### config.mk
export PLATFORM = sky130hd
export DESIGN_NAME = levenshtein_distance_core
export DESIGN_NICKNAME = d
export VERILOG_FILES = /design/src/rtl/lev_pkg.sv /design/src/rtl/levenshtein_distance_core.sv /design/src/rtl/lev_cell.sv
export SDC_FILE = /design/constraint.sdc
export NUM_CORES = 1
export LEC_CHECK = 0
export ABC_AREA = 1
export ABC_CLOCK_PERIOD_IN_PS = 7740
export BUFFER_PORTS_ARGS = -buffer_cell sky130_fd_sc_hd__clkbuf_2
export CORE_MARGIN = 5
export CORE_UTILIZATION = 65
export CTS_CLUSTER_SIZE = 24
export DETAILED_ROUTE_END_ITERATION = 10
export GPL_ROUTABILITY_DRIVEN = 0
export HOLD_SLACK_MARGIN = 0.12
export PLACE_DENSITY = 0.82
export SKIP_CTS_REPAIR_TIMING = 1
export SLEW_MARGIN = 10
export SYNTH_ARGS = -nofsm -noshare
export SYNTH_HDL_FRONTEND = slang
export SYNTH_SLANG_ARGS = --single-unit
### constraint.sdc
create_clock -name i_clk -period 7.74 [get_ports i_clk]
set_input_delay 1.935 -clock i_clk [delete_from_list [all_inputs] [get_ports i_clk]]
set_output_delay 1.935 -clock i_clk [all_outputs]
set_load 0.05 [all_outputs]
### src/rtl/lev_pkg.sv
`timescale 1ns / 1ps

package lev_pkg;

    localparam int MAX_LEN = 32;
    localparam int LEN_W   = $clog2(MAX_LEN + 1);
    localparam int ADDR_W  = $clog2(MAX_LEN);
    localparam int SYM_W   = 8;
    localparam int OP_W    = 2;
    localparam int DIST_W  = 6;

    typedef enum logic [OP_W-1:0] {
        OP_APPEND = 2'd0,
        OP_QUERY  = 2'd1,
        OP_FINISH = 2'd2
    } t_op;

    // operands of one row entry update
    typedef struct packed {
        logic [LEN_W-1:0] up;
        logic [LEN_W-1:0] left;
        logic [LEN_W-1:0] diag;
        logic [SYM_W-1:0] ref_sym;
        logic [SYM_W-1:0] query_sym;
    } t_cell_in;

endpackage

### src/rtl/levenshtein_distance_core.sv
`timescale 1ns / 1ps
// Append and unused op items leave stall low.
// A query byte sweeps the row one entry per cycle
// through the shared update cell, fed by the registered row/reference reads.
// A finish item reads the row, then loads the output register; the load
// waits while a previous result is still held by output stall.
// Synchronous active-low reset clears lengths, overflow, FSM and output valid;
// the row reads as its index values until the first query byte is applied.
module levenshtein_distance_core (
    input  logic                          i_clk,
    input  logic                          i_rst_n,
    input  logic                          i_valid,
    output logic                          o_stall,
    input  logic [lev_pkg::OP_W-1:0]      i_op,
    input  logic [lev_pkg::SYM_W-1:0]     i_symbol,
    output logic                          o_valid,
    input  logic                          i_stall,
    output logic [lev_pkg::DIST_W-1:0]    o_distance,
    output logic                          o_overflow
);

    typedef enum logic [2:0] {
        S_IDLE  = 3'b001,
        S_SWEEP = 3'b010,
        S_FIN   = 3'b100
    } t_state;

    t_state                       r_state, n_state;
    logic [lev_pkg::LEN_W-1:0]    r_ref_len, n_ref_len;
    logic [lev_pkg::LEN_W-1:0]    r_q_len, n_q_len;
    logic                         r_ovf, n_ovf;
    logic                         r_o_valid, n_o_valid;
    logic [lev_pkg::LEN_W-1:0]    r_j, n_j;
    logic [lev_pkg::LEN_W-1:0]    r_diag, n_diag;
    logic [lev_pkg::LEN_W-1:0]    r_left, n_left;
    logic [lev_pkg::SYM_W-1:0]    r_sym, n_sym;
    logic                         r_first, n_first;
    logic [lev_pkg::DIST_W-1:0]   r_o_distance, n_o_distance;
    logic                         r_o_overflow, n_o_overflow;

    logic [lev_pkg::LEN_W-1:0]    mem_row [lev_pkg::MAX_LEN];
    logic [lev_pkg::SYM_W-1:0]    mem_ref [lev_pkg::MAX_LEN];
    logic [lev_pkg::LEN_W-1:0]    r_row_q;
    logic [lev_pkg::SYM_W-1:0]    r_ref_q;

    logic                         in_xfer;
    logic                         ref_we;
    logic                         row_we;
    logic [lev_pkg::ADDR_W-1:0]   wr_addr;
    logic [lev_pkg::ADDR_W-1:0]   rd_addr;
    logic [lev_pkg::LEN_W-1:0]    ref_len_m1;
    logic [lev_pkg::LEN_W-1:0]    j_m1;
    lev_pkg::t_cell_in            cell_in;
    logic [lev_pkg::LEN_W-1:0]    cell_value;

    assign o_stall    = (r_state != S_IDLE);
    assign in_xfer    = i_valid && !o_stall;
    assign o_valid    = r_o_valid;
    assign o_distance = r_o_distance;
    assign o_overflow = r_o_overflow;
    assign ref_len_m1 = r_ref_len - lev_pkg::LEN_W'(1);
    assign j_m1       = r_j - lev_pkg::LEN_W'(1);

    always_comb begin
        cell_in.up        = r_first ? r_j : r_row_q;
        cell_in.left      = r_left;
        cell_in.diag      = r_diag;
        cell_in.ref_sym   = r_ref_q;
        cell_in.query_sym = r_sym;
    end

    lev_cell u_cell (
        .i_cell  (cell_in),
        .o_value (cell_value)
    );

    always_comb begin
        n_state      = r_state;
        n_ref_len    = r_ref_len;
        n_q_len      = r_q_len;
        n_ovf        = r_ovf;
        n_o_valid    = r_o_valid && i_stall;
        n_j          = r_j;
        n_diag       = r_diag;
        n_left       = r_left;
        n_sym        = r_sym;
        n_first      = r_first;
        n_o_distance = r_o_distance;
        n_o_overflow = r_o_overflow;
        ref_we       = 1'b0;
        row_we       = 1'b0;
        wr_addr      = j_m1[lev_pkg::ADDR_W-1:0];
        rd_addr      = r_j[lev_pkg::ADDR_W-1:0];

        unique case (r_state)
            S_IDLE: begin
                if (in_xfer) begin
                    case (i_op)
                        lev_pkg::OP_APPEND: begin
                            // drop reference bytes once the query has begun
                            if (r_q_len == '0) begin
                                if (r_ref_len >= lev_pkg::LEN_W'(lev_pkg::MAX_LEN)) begin
                                    n_ovf = 1'b1;
                                end else begin
                                    ref_we    = 1'b1;
                                    n_ref_len = r_ref_len + lev_pkg::LEN_W'(1);
                                end
                            end
                        end
                        lev_pkg::OP_QUERY: begin
                            if (r_q_len >= lev_pkg::LEN_W'(lev_pkg::MAX_LEN)) begin
                                n_ovf = 1'b1;
                            end else begin
                                // entry 0 always equals the query length
                                n_q_len = r_q_len + lev_pkg::LEN_W'(1);
                                n_diag  = r_q_len;
                                n_left  = r_q_len + lev_pkg::LEN_W'(1);
                                n_sym   = i_symbol;
                                n_first = (r_q_len == '0);
                                n_j     = lev_pkg::LEN_W'(1);
                                rd_addr = '0;
                                if (r_ref_len != '0) begin
                                    n_state = S_SWEEP;
                                end
                            end
                        end
                        lev_pkg::OP_FINISH: begin
                            rd_addr = ref_len_m1[lev_pkg::ADDR_W-1:0];
                            n_state = S_FIN;
                        end
                        default: begin
                        end
                    endcase
                end
            end
            S_SWEEP: begin
                row_we  = 1'b1;
                n_diag  = cell_in.up;
                n_left  = cell_value;
                n_j     = r_j + lev_pkg::LEN_W'(1);
                if (r_j == r_ref_len) begin
                    n_state = S_IDLE;
                end
            end
            S_FIN: begin
                // hold the last row entry on the read port while waiting
                rd_addr = ref_len_m1[lev_pkg::ADDR_W-1:0];
                // hold until the output register is free
                if (!r_o_valid || !i_stall) begin
                    n_o_valid = 1'b1;
                    if (r_ref_len == '0) begin
                        n_o_distance = lev_pkg::DIST_W'(r_q_len);
                    end else if (r_q_len == '0) begin
                        n_o_distance = lev_pkg::DIST_W'(r_ref_len);
                    end else begin
                        n_o_distance = lev_pkg::DIST_W'(r_row_q);
                    end
                    n_o_overflow = r_ovf;
                    n_ref_len    = '0;
                    n_q_len      = '0;
                    n_ovf        = 1'b0;
                    n_state      = S_IDLE;
                end
            end
            default: begin
                n_state = S_IDLE;
            end
        endcase
    end

    always_ff @(posedge i_clk) begin
        if (!i_rst_n) begin
            r_state   <= S_IDLE;
            r_ref_len <= '0;
            r_q_len   <= '0;
            r_ovf     <= 1'b0;
            r_o_valid <= 1'b0;
        end else begin
            r_state   <= n_state;
            r_ref_len <= n_ref_len;
            r_q_len   <= n_q_len;
            r_ovf     <= n_ovf;
            r_o_valid <= n_o_valid;
        end
    end

    always_ff @(posedge i_clk) begin
        r_j          <= n_j;
        r_diag       <= n_diag;
        r_left       <= n_left;
        r_sym        <= n_sym;
        r_first      <= n_first;
        r_o_distance <= n_o_distance;
        r_o_overflow <= n_o_overflow;
    end

    always_ff @(posedge i_clk) begin
        if (ref_we) begin
            mem_ref[r_ref_len[lev_pkg::ADDR_W-1:0]] <= i_symbol;
        end
        r_ref_q <= mem_ref[rd_addr];
    end

    always_ff @(posedge i_clk) begin
        if (row_we) begin
            mem_row[wr_addr] <= cell_value;
        end
        r_row_q <= mem_row[rd_addr];
    end

    a_len_bound: assert property (@(posedge i_clk) disable iff (!i_rst_n)
        (r_ref_len <= lev_pkg::LEN_W'(lev_pkg::MAX_LEN))
        && (r_q_len <= lev_pkg::LEN_W'(lev_pkg::MAX_LEN)))
        else $error("string length beyond maximum");

    a_sweep_range: assert property (@(posedge i_clk) disable iff (!i_rst_n)
        (r_state == S_SWEEP) |-> ((r_j != '0) && (r_j <= r_ref_len)))
        else $error("sweep index outside reference");

    a_out_from_fin: assert property (@(posedge i_clk) disable iff (!i_rst_n)
        $rose(r_o_valid) |-> $past(r_state == S_FIN))
        else $error("result without finish");

    a_dist_bound: assert property (@(posedge i_clk) disable iff (!i_rst_n)
        r_o_valid |-> (r_o_distance <= lev_pkg::DIST_W'(lev_pkg::MAX_LEN)))
        else $error("distance beyond maximum length");

endmodule

### src/rtl/lev_cell.sv
`timescale 1ns / 1ps

module lev_cell (
    input  lev_pkg::t_cell_in               i_cell,
    output logic [lev_pkg::LEN_W-1:0]       o_value
);

    logic [lev_pkg::LEN_W:0] up_cost;
    logic [lev_pkg::LEN_W:0] left_cost;
    logic [lev_pkg::LEN_W:0] diag_cost;
    logic [lev_pkg::LEN_W:0] min_ul;
    logic [lev_pkg::LEN_W:0] min_all;

    always_comb begin
        up_cost   = {1'b0, i_cell.up} + (lev_pkg::LEN_W + 1)'(1);
        left_cost = {1'b0, i_cell.left} + (lev_pkg::LEN_W + 1)'(1);
        diag_cost = {1'b0, i_cell.diag}
                  + (lev_pkg::LEN_W + 1)'(i_cell.ref_sym != i_cell.query_sym);
        min_ul    = (up_cost < left_cost) ? up_cost : left_cost;
        min_all   = (min_ul < diag_cost) ? min_ul : diag_cost;
        // result never exceeds the row index bound, so the top bit is zero
        o_value   = min_all[lev_pkg::LEN_W-1:0];
    end

endmodule
* After elaboration in Yosys (flattened, before gate mapping)
Memories as Yosys holds them, arrays and structs flattened. A register that Yosys moved wholly into a read port is not among the register bits.
Cells that the tools add are included.
** Storage, ports and cells
- Register bits :: 51
- Bits in writable memories :: 448
- Bits of input ports :: 14
- Output and inout port bits :: 9
- Word-level logic and storage cells :: 123
- Memories kept :: 2
** Memory list
- mem_ref :: words 32, width 8, read ports 1, clocked after Yosys merged registers in 1, wr ports 1, RTL line levenshtein_distance_core.sv:42 : logic [lev_pkg::SYM_W-1:0] mem_ref [lev_pkg::MAX_LEN];
- mem_row :: words 32, width 6, read ports 1, clocked after Yosys merged registers in 1, wr ports 1, RTL line levenshtein_distance_core.sv:41 : logic [lev_pkg::LEN_W-1:0] mem_row [lev_pkg::MAX_LEN];
** Operators by class
- Add/sub/neg operators :: 8
- $lt $le $gt $ge :: 4
- Equal/unequal tests :: 23
- Mux-type cells :: 54
- Bitwise gates (word level) :: 1
- Reduce and logical (&&, ||, !) cells :: 19
** Operator list (count)
- 6-bit two-way mux :: 18
- 6-bit one-hot mux with 2 select lines :: 5
- 5-bit one-hot mux with 2 select lines :: 2
- 6-bit by 1-bit adder with 6-bit output, second input constant :: 3
- 1-bit two-way mux :: 17
- 3-bit two-way mux :: 5
- 3-bit != test, second input constant :: 5
- 6-bit by 1-bit adder with 7-bit output, second input constant :: 2
- 7-bit < comparator :: 2
- 6-bit greater-or-equal comparator, second input constant :: 2
- 6-bit logical NOT :: 2
- 2-bit != test, second input constant :: 6
- 6-bit AND reduction :: 2
- 5-bit two-way mux :: 2
- 5-bit by 1-bit subtractor with 5-bit output, second input constant :: 2
- 3-bit by 1-bit != test with 1-bit output, second input constant :: 3
- 3-bit one-hot mux with 3 select lines :: 1
- 8-bit != test :: 1
- 4-bit AND reduction :: 2
- 6-bit by 1-bit adder with 7-bit output :: 1
- 7-bit two-way mux :: 1
- 7-bit AND reduction :: 1
- 6-bit == test :: 1
- 3-bit one-hot mux with 2 select lines :: 1
- 16 further kinds :: 22

* Longest topological paths before layout
- Depth in word-level cells :: 8
- Depth in mapped cells :: 26
- Mapped depth without buffers :: 26

* Modules after synthesis
Synthesis repeated with hierarchy kept, for this count alone.
** Second synthesis, totals
- Cell total of the unflattened synthesis :: 2352
- Area total of the unflattened synthesis :: 23721.5 um2
** Modules (own cells, without submodules)
- levenshtein_distance_core :: instances 1, cells each 2219, area an instance 22860.7 um2, sequential area each 15094.5 um2
- lev_cell :: instances 1, cells each 133, area an instance 860.8 um2, sequential area each 0.0 um2

* Least setup slack after synthesis
No wires, ideal clock.
- Kind :: register to register
- Start :: register r_j[0] (netlist name)
- End :: memory mem_row[0][0] (netlist name), data pin
- Library setup time :: 0.284 ns
- Data arrival time :: 4.155 ns
- Data required time :: 7.456 ns
- Path slack :: 3.301 ns
- Cell stages (with the launch flop) :: 23
- Buffers on the path :: 0
- Clock period less this slack :: 4.439 ns
- Path through :: edfxtp_1 -> inv_1 -> nand2_1 -> and2_1 -> ha_1 -> nand3_1 -> nand2_1 -> nand2_1 -> inv_1 -> ha_1 -> a21oi_1 -> o21a_1 -> nand2_2 -> inv_1 -> or2_2 -> o21ai_0 -> ha_1 -> a21oi_1 -> nor2_1 -> a211oi_1 -> nand2_1 -> nand2_1 -> and2_1
** On the way
- Word-level cells in the longest chain between the ends :: 6
** RTL lines
- start, declared :: RTL line levenshtein_distance_core.sv:33 : logic [lev_pkg::LEN_W-1:0] r_j, n_j;
- start signal, assigned :: RTL line levenshtein_distance_core.sv:188 : r_j <= n_j;
- 6-bit two-way mux * :: RTL line levenshtein_distance_core.sv:65 : cell_in.up = r_first ? r_j : r_row_q;
- 6-bit by 1-bit adder with 7-bit output * :: RTL line lev_cell.sv:15 : up_cost = {1'b0, i_cell.up} + (lev_pkg::LEN_W + 1)'(1);
- 7-bit < comparator :: RTL line lev_cell.sv:19 : min_ul = (up_cost < left_cost) ? up_cost : left_cost;
- 7-bit two-way mux * :: RTL line lev_cell.sv:19
- 7-bit < comparator :: RTL line lev_cell.sv:20 : min_all = (min_ul < diag_cost) ? min_ul : diag_cost;
- 6-bit two-way mux * :: RTL line lev_cell.sv:20
- net cell_value, one bit :: RTL line levenshtein_distance_core.sv:54 : logic [lev_pkg::LEN_W-1:0] cell_value;
- end, declared :: RTL line levenshtein_distance_core.sv:41
Mark *: on every way through the listed nets, which the timed path passes. The rest lies on a longest branch.

* Worst setup path after layout
- Start :: register r_j[0] (netlist name)
- End :: memory mem_row[28][3] (netlist name), data pin
The elaborated chain is that of the path after synthesis.

==> out/summary.md <==
The flow ran to the end, and the final reports show no timing, DRC or antenna violations. Across every metal layer, demand over resource in global routing totals 27.6%. For the sequential cell fraction of total power, the log shows 45.4%. The number of DRC markers in iteration 0 was 2318. In this run the clock root is driven by a sky130_fd_sc_hd__clkbuf_16.

Counting instances, the worst hold path has a depth of 0. The worst setup path is launched from a flop. For this run, the post-layout net count is 2311.

For the via count of the first global-routing pass, the log shows 16.5k. STA classifies the critical path endpoint as a flop. The analysis attributes to cell leakage a power of 0.0102 µW.

Summing over every cut layer, the via total after detailed routing is 16.9k. The net count after synthesis is 2346, and the number of optimization iterations in the first detailed-route pass is 7. The sequential area share after synthesis came out at 63.0%. The tools report the maximum clock skew at final layout as 0.0191 ns. The count of final max-slew check failures came out at 0.

A synthesized cell averages 10.4 µm². The clock-pin slew of the registers on the worst-case setup and hold paths works out to 0.06 ns. The peak clock frequency supported by timing is 168 MHz.

The initial antenna violation count came out at 0. The most frequently used flop master after synthesis is sky130_fd_sc_hd__edfxtp_1. Across the run, the number of max-cap violations was 0. Input and output buffers added on the ports amount to 22. 0 antenna diodes ended up in the layout. Measured along the x axis, the die boundary spans 202 µm. In this run the worst hold path is classified as reg -> reg. Combinational cells account for 25.4% of the total power. The H-tree was split into 2 levels. Measured against its own limit, the worst slew margin works out to 21.1%. The cell type contributing the most total cell area after synthesis was sky130_fd_sc_hd__edfxtp_1. Setup repair after global routing left no endpoint under its margin. By area the synthesized netlist is led by sky130_fd_sc_hd__edfxtp_1 60%, sky130_fd_sc_hd__nand3_1 9.2%, sky130_fd_sc_hd__nand2_1 6.5%. The die outline height is 202 µm, and the number of buffers created by CTS is 49. CTS saw 513 sinks.

Global routing finished with a remaining overflow of 0. Timing analysis after detailed placement gives a worst setup slack of 2.02 ns. The synthesized area was 24000 µm². The clock network burns 29.2% of the power.

The wire length of the first global-routing pass came out at 89900 µm. The ratio of final minimum period to clock period came out at 76.8%. The Yosys warning count was 0; the latest clock arrival within the worst-skew pair was 0.58 ns.

The analysis attributes to net switching a power of 2590 µW. After detailed routing, the number of vias per cell comes to 6.11. The logs give 6.14 ns for the data arrival time of the critical path and 0.331 mV for the peak supply drop. Once the floorplan was initialized, standard cells occupied 65.6% of the core.

Counting flops and latches in the post-synthesis netlist gives 513. The HPWL after detailed placement is 33900 µm, and the number of distinct library cells after synthesis is 43. The synthesized design contains 482 enable-type register cells. In this run the standard cell core region covers 36500 µm².

For the worst flop-to-flop path, the logic depth is 21. Setup total negative slack on the finished layout was measured at 0 ns. During I/O placement, the number of pins put on the boundary was 23.

In this run the power density over the cells is 306 nW/µm². The detail route stage leaves a number of antenna-violating nets equal to 0. The post-detailed-route wirelength per cell is 20.5 µm. In the routed design, unresolved DRC markers number 0. Total wire length: 56900 µm. The actual transition at the worst max-transition pin was 1.18 ns; the overall die area was 40800 µm².

The overall power was 7870 µW; the maximum buffer depth of the clock tree was 3. The run gives 2300 as the number of instances in the synthesized netlist. In the final layout, the share of cells above drive strength 1 is 5.77%. Kind of critical path: reg -> reg. The cell row count was 70; the internal power consumption was 5280 µW. Compared with the post-synthesis result, the final layout area differs by 7.40%. The clock period could shrink to 5.95 ns.

Of the post-synthesis cell area, the dominant cell type holds 60.4%. The total setup violations reported at the end of the flow is 0, and the setup slack after layout is 1.79 ns. In this run switching power makes up 32.9% of total power. The run gives 0 as the number of hold violations in the final report. Along the worst path, the maximum fanout reaches 32.

TritonCTS built the clock tree. Pin count of the biggest net entering global routing: 130. The fraction of registers with async set or reset after synthesis was 0%; the required time at the worst-slack endpoint was 7.94 ns.
metal layers:
layer / global-route usage [%] / share of wire [%]
met2: 44.5 / 48
met5: 0 / 0
met3: 5.25 / 11
met1: 38.6 / 38
met4: 8.76 / 2.8
final timing paths:
path,start,to,slack [ns]
worst max-delay path,r_j[0],mem_row[28][3],1.79
worst max register to register,r_j[0],mem_row[28][3],1.79
worst min register to register,r_ovf,o_overflow,0.47
worst min-delay path,r_ovf,o_overflow,0.47
synth_stat cells, types with 7 or more instances:
master / count
sky130_fd_sc_hd__o211ai_1: 7
sky130_fd_sc_hd__nand3b_1: 199
sky130_fd_sc_hd__edfxtp_1: 482
sky130_fd_sc_hd__buf_4: 19
sky130_fd_sc_hd__buf_2: 81
sky130_fd_sc_hd__ha_1: 32
sky130_fd_sc_hd__and2_1: 8
sky130_fd_sc_hd__dfxtp_1: 31
sky130_fd_sc_hd__inv_1: 319
sky130_fd_sc_hd__clkbuf_1: 16
sky130_fd_sc_hd__nand2_2: 7
sky130_fd_sc_hd__nand2_1: 417
sky130_fd_sc_hd__nor2_1: 108
sky130_fd_sc_hd__xor2_1: 17
sky130_fd_sc_hd__nor3_1: 13
sky130_fd_sc_hd__nand3_1: 441
sky130_fd_sc_hd__o21ai_0: 21
sky130_fd_sc_hd__xnor2_1: 12
sky130_fd_sc_hd__a21oi_1: 16
sky130_fd_sc_hd__inv_2: 8
layout make-up:
type / count / area, µm²
Sequential cell: 513 / 15100
Tap cell: 468 / 586
Inverter: 329 / 1240
Multi-Input combinational cell: 1334 / 7050
Fill cell: 2384 / 10800
Clock inverter: 24 / 150
Clock buffer: 68 / 1380
Timing Repair Buffer: 38 / 250
metrics by stage:
stage,hold WS [ns],cell area [µm²],instances,util [%]
floorplan,0.408,24000,2300,-
global placement,0.418,24200,2681,66.2
detailed placement,0.450,24200,2681,66.2
CTS,0.475,25700,2773,70.4
global route,0.479,25700,2774,70.5
finish,0.470,25700,2774,70.5
cells by family (layout without fill, tap and decap cells):
family | after synthesis | after routing | share of synthesized area, %
DFF | 513 | 513 | 63.0
xor gates and xnor gates | 29 | 29 | 1.06
and+or+nand+nor | 1208 | 1208 | 24.8
adders and majority gates | 32 | 32 | 1.67
AOI/OAI and AO/OA | 65 | 65 | 1.62
buffers and inverters | 453 | 459 | 7.88
flip-flops by register name (all words and copies together) (netlist names), 3 cells and up:
signal	count
r_j	6
mem_ref	256
r_left	6
r_ref_q	8
r_ref_len	6
r_q_len	6
o_distance	6
r_row_q	6
r_diag	6
mem_row	192
r_state	3
r_sym	8
cell usage in the layout, fill, tap and decap left out, drive strengths merged, types with 5 or more instances in the layout:
master and n:
xor2 17, nor2 109, inv 328, clkinv 22, nand2 425, edfxtp 482, nor3 13, a21oi 16
buf 16, o21ai 26, xnor2 12, dfxtp 31, and2 8, nand3 442, ha 32, clkbuf 90
a22oi 5, o211ai 7, nand4 5, nand3b 199
power by group through the flow:
stage               Combinational, µW  Sequential [µW]  Clock (µW)
floorplan                        1340             3580           0
global placement                 1830             3630           0
detailed placement               1900             3630           0
CTS                              1910             3570        2310
global route                     2190             3580        2430
finish                           2000             3570        2300
worst max-delay path, stage by stage, from the launching register on:
cell	delay, ns
sky130_fd_sc_hd__edfxtp_1	0.57
sky130_fd_sc_hd__inv_1	0.22
sky130_fd_sc_hd__nand2_1	0.15
sky130_fd_sc_hd__and2_1	0.16
sky130_fd_sc_hd__inv_1	0.07
sky130_fd_sc_hd__nor2_1	0.19
sky130_fd_sc_hd__nand3_1	0.14
sky130_fd_sc_hd__xor2_1	0.19
sky130_fd_sc_hd__ha_1	0.33
sky130_fd_sc_hd__nand2_1	0.08
sky130_fd_sc_hd__o21a_1	0.22
sky130_fd_sc_hd__nand2_2	0.16
sky130_fd_sc_hd__inv_1	0.10
sky130_fd_sc_hd__or2_2	0.29
sky130_fd_sc_hd__o21ai_0	0.12
sky130_fd_sc_hd__ha_1	0.30
sky130_fd_sc_hd__a21oi_1	0.15
sky130_fd_sc_hd__nor2_1	0.06
sky130_fd_sc_hd__a211oi_1	0.64
sky130_fd_sc_hd__nand2_1	0.33
sky130_fd_sc_hd__nand2_1	0.17
sky130_fd_sc_hd__and2_1	0.92
No activity file was read; power rests on OpenSTA's default activity.
